<file path="config.mk">
export PLATFORM = sky130hd
export DESIGN_NAME = epoch_us_to_calendar_date_flat
export DESIGN_NICKNAME = d
export VERILOG_FILES = /design/src/rtl/core/eucd_pkg.sv /design/src/rtl/core/eucd_stream_if.sv /design/src/rtl/core/epoch_us_to_calendar_date.sv /design/src/flat_wrapper.sv
export VERILOG_INCLUDE_DIRS = /design/src /design/src/rtl/core
export SDC_FILE = /design/constraint.sdc
export NUM_CORES = 2
export LEC_CHECK = 0
export BUFFER_PORTS_ARGS = -buffer_cell sky130_fd_sc_hd__buf_2
export CORE_MARGIN = 1.5
export CORE_UTILIZATION = 40
export DETAILED_ROUTE_END_ITERATION = 7
export GPL_ROUTABILITY_DRIVEN = 0
export PLACE_DENSITY = 0.53
export SETUP_SLACK_MARGIN = 0.2
export SLEW_MARGIN = 5
export SYNTH_ARGS = -nofsm -noshare
export SYNTH_HDL_FRONTEND = slang
export SYNTH_SLANG_ARGS = --single-unit
</file>
<file path="constraint.sdc">
create_clock -name clk -period 15.9 [get_ports clk]
set_input_delay 1.59 -clock clk [delete_from_list [all_inputs] [get_ports clk]]
set_output_delay 1.59 -clock clk [all_outputs]
set_load 0.05 [all_outputs]
</file>
<file path="src/rtl/core/epoch_us_to_calendar_date_macros.svh">
// ----------------------------------------------------------------------------
// Epoch to calendar date: assertion macros
// Shorthand for the clocked checks at the end of the top level.
// ----------------------------------------------------------------------------
`ifndef EPOCH_US_TO_CALENDAR_DATE_MACROS_SVH
`define EPOCH_US_TO_CALENDAR_DATE_MACROS_SVH

// same-cycle implication, sampled on clk, off while in reset
`define EUCD_CHECK(lbl, ante, cons, msg) \
  lbl: assert property (@(posedge clk) disable iff (!rst_n) (ante) |-> (cons)) \
    else $error(msg);

// next-cycle implication
`define EUCD_CHECK_NEXT(lbl, ante, cons, msg) \
  lbl: assert property (@(posedge clk) disable iff (!rst_n) (ante) |=> (cons)) \
    else $error(msg);

`endif

</file>
<file path="src/rtl/core/eucd_pkg.sv">
// ----------------------------------------------------------------------------
// Epoch to calendar date: package
// Divisors, range limit, month tables and the shared long-division step.
// ----------------------------------------------------------------------------
`default_nettype none

package eucd_pkg;

  localparam logic [63:0] END_US     = 64'd4102444800000000;
  localparam logic [19:0] US_PER_SEC = 20'd1000000;
  // 86400 = 128 * 675, 3600 = 16 * 225, 60 = 4 * 15, 1460 = 4 * 365
  localparam logic [19:0] DAY_DIV    = 20'd675;
  localparam logic [19:0] HOUR_DIV   = 20'd225;
  localparam logic [19:0] MIN_DIV    = 20'd15;
  localparam logic [19:0] YEAR_DIV   = 20'd365;
  localparam logic [11:0] BASE_YEAR  = 12'd1970;

  typedef logic [8:0] cum_tab_t [13];

  localparam cum_tab_t CUM_COMMON = '{9'd0, 9'd31, 9'd59, 9'd90, 9'd120, 9'd151, 9'd181,
                                      9'd212, 9'd243, 9'd273, 9'd304, 9'd334, 9'd365};
  localparam cum_tab_t CUM_LEAP   = '{9'd0, 9'd31, 9'd60, 9'd91, 9'd121, 9'd152, 9'd182,
                                      9'd213, 9'd244, 9'd274, 9'd305, 9'd335, 9'd366};

  // One restoring division step: shift in a dividend bit, subtract if it fits.
  // Returns {quotient bit, new remainder}. Remainder is always below the divisor.
  function automatic logic [20:0] div_step(input logic [19:0] rem, input logic din,
                                           input logic [19:0] dv);
    logic [20:0] sh;
    logic [20:0] df;
    sh = {rem, din};
    df = sh - {1'b0, dv};
    if (sh >= {1'b0, dv}) begin
      return {1'b1, df[19:0]};
    end else begin
      return {1'b0, sh[19:0]};
    end
  endfunction

  // x mod 7 by folding octal digits (8 = 1 mod 7)
  function automatic logic [2:0] mod7(input logic [16:0] x);
    logic [5:0] s1;
    logic [3:0] s2;
    logic [2:0] s3;
    s1 = {4'd0, x[16:15]} + {3'd0, x[14:12]} + {3'd0, x[11:9]} + {3'd0, x[8:6]}
       + {3'd0, x[5:3]} + {3'd0, x[2:0]};
    s2 = {1'b0, s1[5:3]} + {1'b0, s1[2:0]};
    s3 = {2'd0, s2[3]} + s2[2:0];
    return (s3 == 3'd7) ? 3'd0 : s3;
  endfunction

endpackage

`default_nettype wire

</file>
<file path="src/rtl/core/eucd_stream_if.sv">
// ----------------------------------------------------------------------------
// Epoch to calendar date: stream interfaces
// Valid/ready channels for the timestamp input and the date result.
// ----------------------------------------------------------------------------
`default_nettype none

interface eucd_in_if;
  logic        valid;
  logic        ready;
  logic [63:0] timestamp_us;

  modport source (output valid, output timestamp_us, input ready);
  modport sink   (input valid, input timestamp_us, output ready);
endinterface

interface eucd_out_if;
  logic        valid;
  logic        ready;
  logic [19:0] microsecond;
  logic [5:0]  second;
  logic [5:0]  minute;
  logic [4:0]  hour;
  logic [4:0]  day_of_month;
  logic [3:0]  month;
  logic [11:0] year;
  logic [8:0]  year_day;
  logic [2:0]  week_day;
  logic        out_of_range;

  modport source (output valid, output microsecond, output second, output minute,
                  output hour, output day_of_month, output month, output year,
                  output year_day, output week_day, output out_of_range, input ready);
  modport sink   (input valid, input microsecond, input second, input minute,
                  input hour, input day_of_month, input month, input year,
                  input year_day, input week_day, input out_of_range, output ready);
endinterface

`default_nettype wire

</file>
<file path="src/rtl/core/epoch_us_to_calendar_date.sv">
// Twelve register stages from input beat to result beat.
// One beat per cycle unless the result stalls; the long divisions by 1e6 and 86400
// are spread over eight quotient bits per stage, which sets the stage count.
// A stalled result backs up the pipeline stage by stage; bubbles are filled.
// Reset (rst_n low, synchronous) clears all stage valid bits; data is not reset.
// ----------------------------------------------------------------------------
// Epoch to calendar date
// Microsecond epoch count to date and time fields, saturating past 2099.
// ----------------------------------------------------------------------------
`default_nettype none

module epoch_us_to_calendar_date (
  input  wire logic      clk,
  input  wire logic      rst_n,
  eucd_in_if.sink        in_ch,
  eucd_out_if.source     out_ch
);

  localparam int unsigned NS = 12;

  typedef struct packed {
    logic        flag;
    logic [19:0] r_us;       // remainder of / 1e6, ends as microsecond
    logic [31:0] secs;       // dividend bits, then seconds since epoch
    logic [9:0]  r_day;      // remainder of (secs >> 7) / 675
    logic [15:0] days;
    logic [6:0]  sec_lo;
    logic [4:0]  hour;
    logic [11:0] hour_secs;
    logic [5:0]  minute;
    logic [5:0]  second;
    logic [5:0]  quad;       // (days + 365) / 1460
    logic [7:0]  years;
    logic [2:0]  week_day;
    logic [8:0]  year_day;
    logic [11:0] year;
    logic [3:0]  month;
    logic [8:0]  month_base;
    logic [4:0]  day_of_month;
  } stage_t;

  stage_t            pipe_r [NS];
  stage_t            pipe_nxt [NS];
  logic   [NS-1:0]   v_r;
  logic   [NS-1:0]   ld;

  // per-stage work; k is the stage index, s the previous stage's contents
  function automatic stage_t work(input int unsigned k, input stage_t s);
    stage_t      o;
    logic [20:0] st;
    logic [19:0] r;
    logic [16:0] ds;
    logic [16:0] a;
    logic [15:0] b;
    logic [16:0] yd;
    logic [4:0]  hq;
    logic [5:0]  qq;
    logic [5:0]  mq;
    logic [7:0]  yq;
    logic [10:0] pass;
    logic [3:0]  mi;
    logic        leap;
    logic [8:0]  dom;
    o    = s;
    st   = '0;
    r    = '0;
    ds   = '0;
    a    = '0;
    b    = '0;
    yd   = '0;
    hq   = '0;
    qq   = '0;
    mq   = '0;
    yq   = '0;
    pass = '0;
    mi   = '0;
    leap = 1'b0;
    dom  = '0;
    case (k)
      1, 2, 3, 4: begin
        r = s.r_us;
        for (int j = 0; j < 8; j++) begin
          st     = eucd_pkg::div_step(r, o.secs[31], eucd_pkg::US_PER_SEC);
          r      = st[19:0];
          o.secs = {o.secs[30:0], st[20]};
        end
        o.r_us = r;
      end
      5, 6: begin
        if (k == 5) begin
          // (secs >> 7) / 675: top nine bits are already below the divisor
          r        = {11'd0, s.secs[31:23]};
          o.days   = s.secs[22:7];
          o.sec_lo = s.secs[6:0];
        end else begin
          r = {10'd0, s.r_day};
        end
        for (int j = 0; j < 8; j++) begin
          st     = eucd_pkg::div_step(r, o.days[15], eucd_pkg::DAY_DIV);
          r      = st[19:0];
          o.days = {o.days[14:0], st[20]};
        end
        o.r_day = r[9:0];
      end
      7: begin
        ds = {s.r_day, s.sec_lo};
        r  = {12'd0, ds[16:9]};
        hq = ds[8:4];
        for (int j = 0; j < 5; j++) begin
          st = eucd_pkg::div_step(r, hq[4], eucd_pkg::HOUR_DIV);
          r  = st[19:0];
          hq = {hq[3:0], st[20]};
        end
        o.hour      = hq;
        o.hour_secs = {r[7:0], ds[3:0]};
        a  = {1'b0, s.days} + 17'd365;
        r  = {11'd0, a[16:8]};
        qq = a[7:2];
        for (int j = 0; j < 6; j++) begin
          st = eucd_pkg::div_step(r, qq[5], eucd_pkg::YEAR_DIV);
          r  = st[19:0];
          qq = {qq[4:0], st[20]};
        end
        o.quad     = qq;
        o.week_day = eucd_pkg::mod7({1'b0, s.days} + 17'd4);
      end
      8: begin
        r  = {16'd0, s.hour_secs[11:8]};
        mq = s.hour_secs[7:2];
        for (int j = 0; j < 6; j++) begin
          st = eucd_pkg::div_step(r, mq[5], eucd_pkg::MIN_DIV);
          r  = st[19:0];
          mq = {mq[4:0], st[20]};
        end
        o.minute = mq;
        o.second = {r[3:0], s.hour_secs[1:0]};
        b  = s.days - {10'd0, s.quad};
        r  = {12'd0, b[15:8]};
        yq = b[7:0];
        for (int j = 0; j < 8; j++) begin
          st = eucd_pkg::div_step(r, yq[7], eucd_pkg::YEAR_DIV);
          r  = st[19:0];
          yq = {yq[6:0], st[20]};
        end
        o.years = yq;
      end
      9: begin
        yd = {1'b0, s.days} - ({9'd0, s.years} * 17'd365)
           - (({9'd0, s.years} + 17'd1) >> 2);
        o.year_day = yd[8:0];
        o.year     = eucd_pkg::BASE_YEAR + {4'd0, s.years};
      end
      10: begin
        leap = (s.year[1:0] == 2'b00);
        for (int m = 1; m < 12; m++) begin
          pass[m-1] = leap ? (s.year_day >= eucd_pkg::CUM_LEAP[m])
                           : (s.year_day >= eucd_pkg::CUM_COMMON[m]);
        end
        mi           = 4'($countones(pass));
        o.month      = mi + 4'd1;
        o.month_base = leap ? eucd_pkg::CUM_LEAP[mi] : eucd_pkg::CUM_COMMON[mi];
      end
      11: begin
        dom            = 9'd1 + s.year_day - s.month_base;
        o.day_of_month = dom[4:0];
      end
      default: begin
        o = s;
      end
    endcase
    return o;
  endfunction

  // stage 0: clamp to the last valid instant and load the first divider
  always_comb begin
    pipe_nxt[0] = pipe_r[0];
    if (in_ch.timestamp_us >= eucd_pkg::END_US) begin
      pipe_nxt[0].flag = 1'b1;
      pipe_nxt[0].r_us = 20'((eucd_pkg::END_US - 64'd1) >> 32);
      pipe_nxt[0].secs = 32'(eucd_pkg::END_US - 64'd1);
    end else begin
      pipe_nxt[0].flag = 1'b0;
      // below the limit the top 20 bits are already under 1e6
      pipe_nxt[0].r_us = in_ch.timestamp_us[51:32];
      pipe_nxt[0].secs = in_ch.timestamp_us[31:0];
    end
  end

  for (genvar g = 1; g < NS; g++) begin : g_stage
    assign pipe_nxt[g] = work(g, pipe_r[g-1]);
  end

  // a stage loads when it is empty or its content moves on
  always_comb begin
    ld[NS-1] = !v_r[NS-1] || out_ch.ready;
    for (int k = NS - 2; k >= 0; k--) begin
      ld[k] = !v_r[k] || ld[k+1];
    end
  end

  assign in_ch.ready = ld[0];

  always_ff @(posedge clk) begin
    if (!rst_n) begin
      v_r <= '0;
    end else begin
      if (ld[0]) begin
        v_r[0] <= in_ch.valid;
      end
      for (int k = 1; k < NS; k++) begin
        if (ld[k]) begin
          v_r[k] <= v_r[k-1];
        end
      end
    end
  end

  always_ff @(posedge clk) begin
    for (int k = 0; k < NS; k++) begin
      if (ld[k]) begin
        pipe_r[k] <= pipe_nxt[k];
      end
    end
  end

  assign out_ch.valid        = v_r[NS-1];
  assign out_ch.microsecond  = pipe_r[NS-1].r_us;
  assign out_ch.second       = pipe_r[NS-1].second;
  assign out_ch.minute       = pipe_r[NS-1].minute;
  assign out_ch.hour         = pipe_r[NS-1].hour;
  assign out_ch.day_of_month = pipe_r[NS-1].day_of_month;
  assign out_ch.month        = pipe_r[NS-1].month;
  assign out_ch.year         = pipe_r[NS-1].year;
  assign out_ch.year_day     = pipe_r[NS-1].year_day;
  assign out_ch.week_day     = pipe_r[NS-1].week_day;
  assign out_ch.out_of_range = pipe_r[NS-1].flag;

`include "epoch_us_to_calendar_date_macros.svh"

  `EUCD_CHECK(a_sat_fields, out_ch.valid && out_ch.out_of_range,
              out_ch.year == 12'd2099 && out_ch.year_day == 9'd364 &&
              out_ch.week_day == 3'd4 && out_ch.hour == 5'd23,
              "saturated result is not the last instant of 2099")
  `EUCD_CHECK(a_leap_days, out_ch.valid && out_ch.year[1:0] != 2'b00,
              out_ch.year_day < 9'd365, "day 365 in a common year")
  `EUCD_CHECK(a_backpressure, !in_ch.ready, out_ch.valid && !out_ch.ready,
              "input stalled while the pipeline can move")
  `EUCD_CHECK_NEXT(a_enter, in_ch.valid && in_ch.ready, v_r[0],
                   "accepted beat not captured in the first stage")

endmodule

`default_nettype wire

</file>
<file path="src/flat_wrapper.sv">
// flat-port wrapper written by rule: the top's interface ports become plain ports
module epoch_us_to_calendar_date_flat 
  (clk, rst_n, in_ch_valid, in_ch_timestamp_us, in_ch_ready, out_ch_valid, out_ch_microsecond, out_ch_second, out_ch_minute, out_ch_hour, out_ch_day_of_month, out_ch_month, out_ch_year, out_ch_year_day, out_ch_week_day, out_ch_out_of_range, out_ch_ready);
  eucd_in_if in_ch_i ();
  eucd_out_if out_ch_i ();
  input  wire logic clk;
  input  wire logic rst_n;
  input wire logic [$bits(in_ch_i.valid)-1:0] in_ch_valid;
  input wire logic [$bits(in_ch_i.timestamp_us)-1:0] in_ch_timestamp_us;
  output wire logic [$bits(in_ch_i.ready)-1:0] in_ch_ready;
  output wire logic [$bits(out_ch_i.valid)-1:0] out_ch_valid;
  output wire logic [$bits(out_ch_i.microsecond)-1:0] out_ch_microsecond;
  output wire logic [$bits(out_ch_i.second)-1:0] out_ch_second;
  output wire logic [$bits(out_ch_i.minute)-1:0] out_ch_minute;
  output wire logic [$bits(out_ch_i.hour)-1:0] out_ch_hour;
  output wire logic [$bits(out_ch_i.day_of_month)-1:0] out_ch_day_of_month;
  output wire logic [$bits(out_ch_i.month)-1:0] out_ch_month;
  output wire logic [$bits(out_ch_i.year)-1:0] out_ch_year;
  output wire logic [$bits(out_ch_i.year_day)-1:0] out_ch_year_day;
  output wire logic [$bits(out_ch_i.week_day)-1:0] out_ch_week_day;
  output wire logic [$bits(out_ch_i.out_of_range)-1:0] out_ch_out_of_range;
  input wire logic [$bits(out_ch_i.ready)-1:0] out_ch_ready;
  assign in_ch_i.valid = in_ch_valid;
  assign in_ch_i.timestamp_us = in_ch_timestamp_us;
  assign in_ch_ready = in_ch_i.ready;
  assign out_ch_valid = out_ch_i.valid;
  assign out_ch_microsecond = out_ch_i.microsecond;
  assign out_ch_second = out_ch_i.second;
  assign out_ch_minute = out_ch_i.minute;
  assign out_ch_hour = out_ch_i.hour;
  assign out_ch_day_of_month = out_ch_i.day_of_month;
  assign out_ch_month = out_ch_i.month;
  assign out_ch_year = out_ch_i.year;
  assign out_ch_year_day = out_ch_i.year_day;
  assign out_ch_week_day = out_ch_i.week_day;
  assign out_ch_out_of_range = out_ch_i.out_of_range;
  assign out_ch_i.ready = out_ch_ready;
  epoch_us_to_calendar_date u_core (.clk(clk), .rst_n(rst_n), .in_ch(in_ch_i), .out_ch(out_ch_i));
endmodule
</file>
==> qor.txt <==
CP max FO - 13
synthesized area per cell - 8.87 um^2
top post-synthesis cells by count - edfxtp_1 (698), nand2_1 (589), nor2_1 (552)
Die Ht - 403 um
Layout Utilization - 0.438
DR DRC count - 0
ANT nets after route - 0
Main synth FF type - edfxtp_1
status - completed
slowest stage delay, CP - 0.70 ns
Placement Setup Slack - 0.419 ns
Post-Syn Area - 63900 um^2
CP delay by family, top - compound AO/OA/AOI/OAI gates
max frequency - 0.0687 GHz
largest net degree at the start of global routing - 72
DR pass1 iterations - 6
Yosys top cell area share - 0.328
Die Wd - 403 um
via count - 56165
CP Buf/Inv Count - 6
top post-synthesis cells by area - edfxtp_1 (33%), xnor2_1 (6.8%), a21oi_1 (3.7%), ha_1 (3.5%), nand2_1 (3.5%)
Final setup viols - 0
Crit-path slowest cell - or4_1
via count of the first global-routing pass - 52116
Slew HR - 0.181
nature of the critical path startpoint - flop
critical path arrival - 14.97 ns
IO Pins - 141
H-tree levels - 3
diode count - 0
syn_nets - 7489
number of enable flip-flop cells after synthesis - 698
# clock sinks - 710
hpwl dp - 133 mm
initial DRC count - 4209
total gr overflow - 0
Setup Skew - 0.0368 ns
Slew Limit Fails - 0
TNS Setup - 0 ns
drt total wl - 172 mm
Die Area - 162000 um^2
number of max-cap violations - 0
Required @ worst endpoint - 16.33 ns
Layout Nets - 7532
most frequent cell after synthesis - edfxtp_1
slew of the pin with the lowest slew margin - 1.22 ns
Finished Cell Area - 69400 um^2
minimum clock period - 14.55 ns
Hold Path Class - flop to flop
share of layout cells above drive strength 1 - 0.0919
row count - 146
register bit total from synthesis - 710
sequential fraction of the synthesis area - 0.332
crit share post-route - 0.915
Port Buffers - 140
leading area contributor after synthesis - edfxtp_1
Max clock buf depth - 3
Reg clk slew, reported paths - 0.06 ns
WL/cell - 18.3 um
RSZ-0062 raised after global routing - false
DR vias/cell - 5.99
placed instance area - 66500 um^2
Syn Inst Count - 7203
initial antenna violation count - 1
Total Routing Usage GR - 0.204
Final Hold Fails - 0
CTS Buf Count - 81
final worst slack - 1.35 ns
Yosys cell types - 151
P&R area growth vs syn - 8.58%
initial cell density of the core - 0.403
clk_lat worst skew - 0.71 ns
root buffer cell - clkbuf_16
synth warn - 0
first-pass GRT wire length - 278 mm
Setup crit end kind - flop
core area - 159000 um^2
ys async rst share - 0
critical path type - flop to flop
CTS tree - built
==> per-layer routing <==
metal  track usage  routed length, um  share of wire  vias up
li1              -                  -              -    27646
met1         0.285              80900           0.47    26887
met2         0.342              80600           0.47     1411
met3        0.0223               7350          0.043      221
met4        0.0418               3060          0.018        0
met5             0                  0              0        -
==> what timing repair did <==
item / CTS / global route
hold buffers: 0 / 0
buffers inserted: 0 / 7
resized for setup: 0 / 14
endpoints found under the setup margin: 0 / 29
==> layout by cell type, fill, tap and decap left out, types with 61 or more instances in the layout <==
cell type / synthesis / routed
nand2b_1: 79 / 79
nor3_1: 224 / 224
a31oi_1: 127 / 127
o21ai_0: 352 / 352
a21o_1: 100 / 100
mux2i_1: 120 / 119
and2_1: 117 / 117
nor4_1: 87 / 86
nor2_1: 552 / 550
o31ai_1: 68 / 66
nand2_1: 589 / 584
xnor2_1: 496 / 495
mux2_2: 61 / 61
a21oi_1: 469 / 468
buf_2: 53 / 140
nand4_1: 77 / 77
nand3_1: 259 / 258
xor2_1: 183 / 183
or3_1: 102 / 102
clkbuf_16: 0 / 82
edfxtp_1: 698 / 698
and3_1: 103 / 103
a211oi_1: 104 / 103
inv_1: 341 / 334
ha_1: 178 / 176
o211ai_1: 105 / 105
o22ai_1: 61 / 61
o21a_1: 87 / 87
==> logic make-up after synthesis <==
family                   count (synthesis)  synth area share
adder cells (fa/ha/maj)                218            0.0474
buffers and inverters                  601            0.0389
AO/OA/AOI/OAI                         2284             0.255
AND/OR/NAND/NOR                       2514             0.200
multiplexers                           187            0.0308
XOR/XNOR                               689            0.0962
flip-flops                             710             0.332
==> registers in the layout, summed over array words and instances, names as in the netlist <==
name           cells
u_core.pipe_r    698
u_core.v_r        12
==> worst reg2reg max path, delay by kind of cell, from the launching register on <==
family / cells / cell delay [ns]
adders and majority gates: 6 / 1.28
buffers and inverters: 6 / 0.75
AOI/OAI and AO/OA: 18 / 5.60
and+or+nand+nor: 17 / 4.31
xor gates and xnor gates: 7 / 1.86
DFF: 1 / 0.47
==> area by class of cell <==
cell class,instances,area [um^2]
flip-flops and latches,710,21200
repair buffers,194,1110
clock buffers,97,2120
fillers,15504,89200
clock inverters,52,664
well taps,2072,2590
multi-input cells,5892,40300
inverters,367,1390
==> final timing paths <==
| check | start | endpoint | slack (ns) | cells after the start |
|---|---|---|---|---|
| min | u_core.pipe_r[3][154] | u_core.pipe_r[3][325] | 0.40 | 0 |
| min reg2reg | u_core.pipe_r[3][154] | u_core.pipe_r[3][325] | 0.40 | 0 |
| max | u_core.pipe_r[0][160] | u_core.pipe_r[0][339] | 1.35 | 54 |
| max reg2reg | u_core.pipe_r[0][160] | u_core.pipe_r[0][339] | 1.35 | 54 |
==> stage by stage <==
stage	hold WS (ns)	cells
floorplan	0.400	7203
global route	0.400	9384
detailed placement	0.405	9228
global placement	0.401	9228
finish	0.398	9384
CTS	0.397	9377
Power is left out: the tool's default activity adds up to more than one toggle a clock period on the data nets, which glitch-free logic cannot reach.
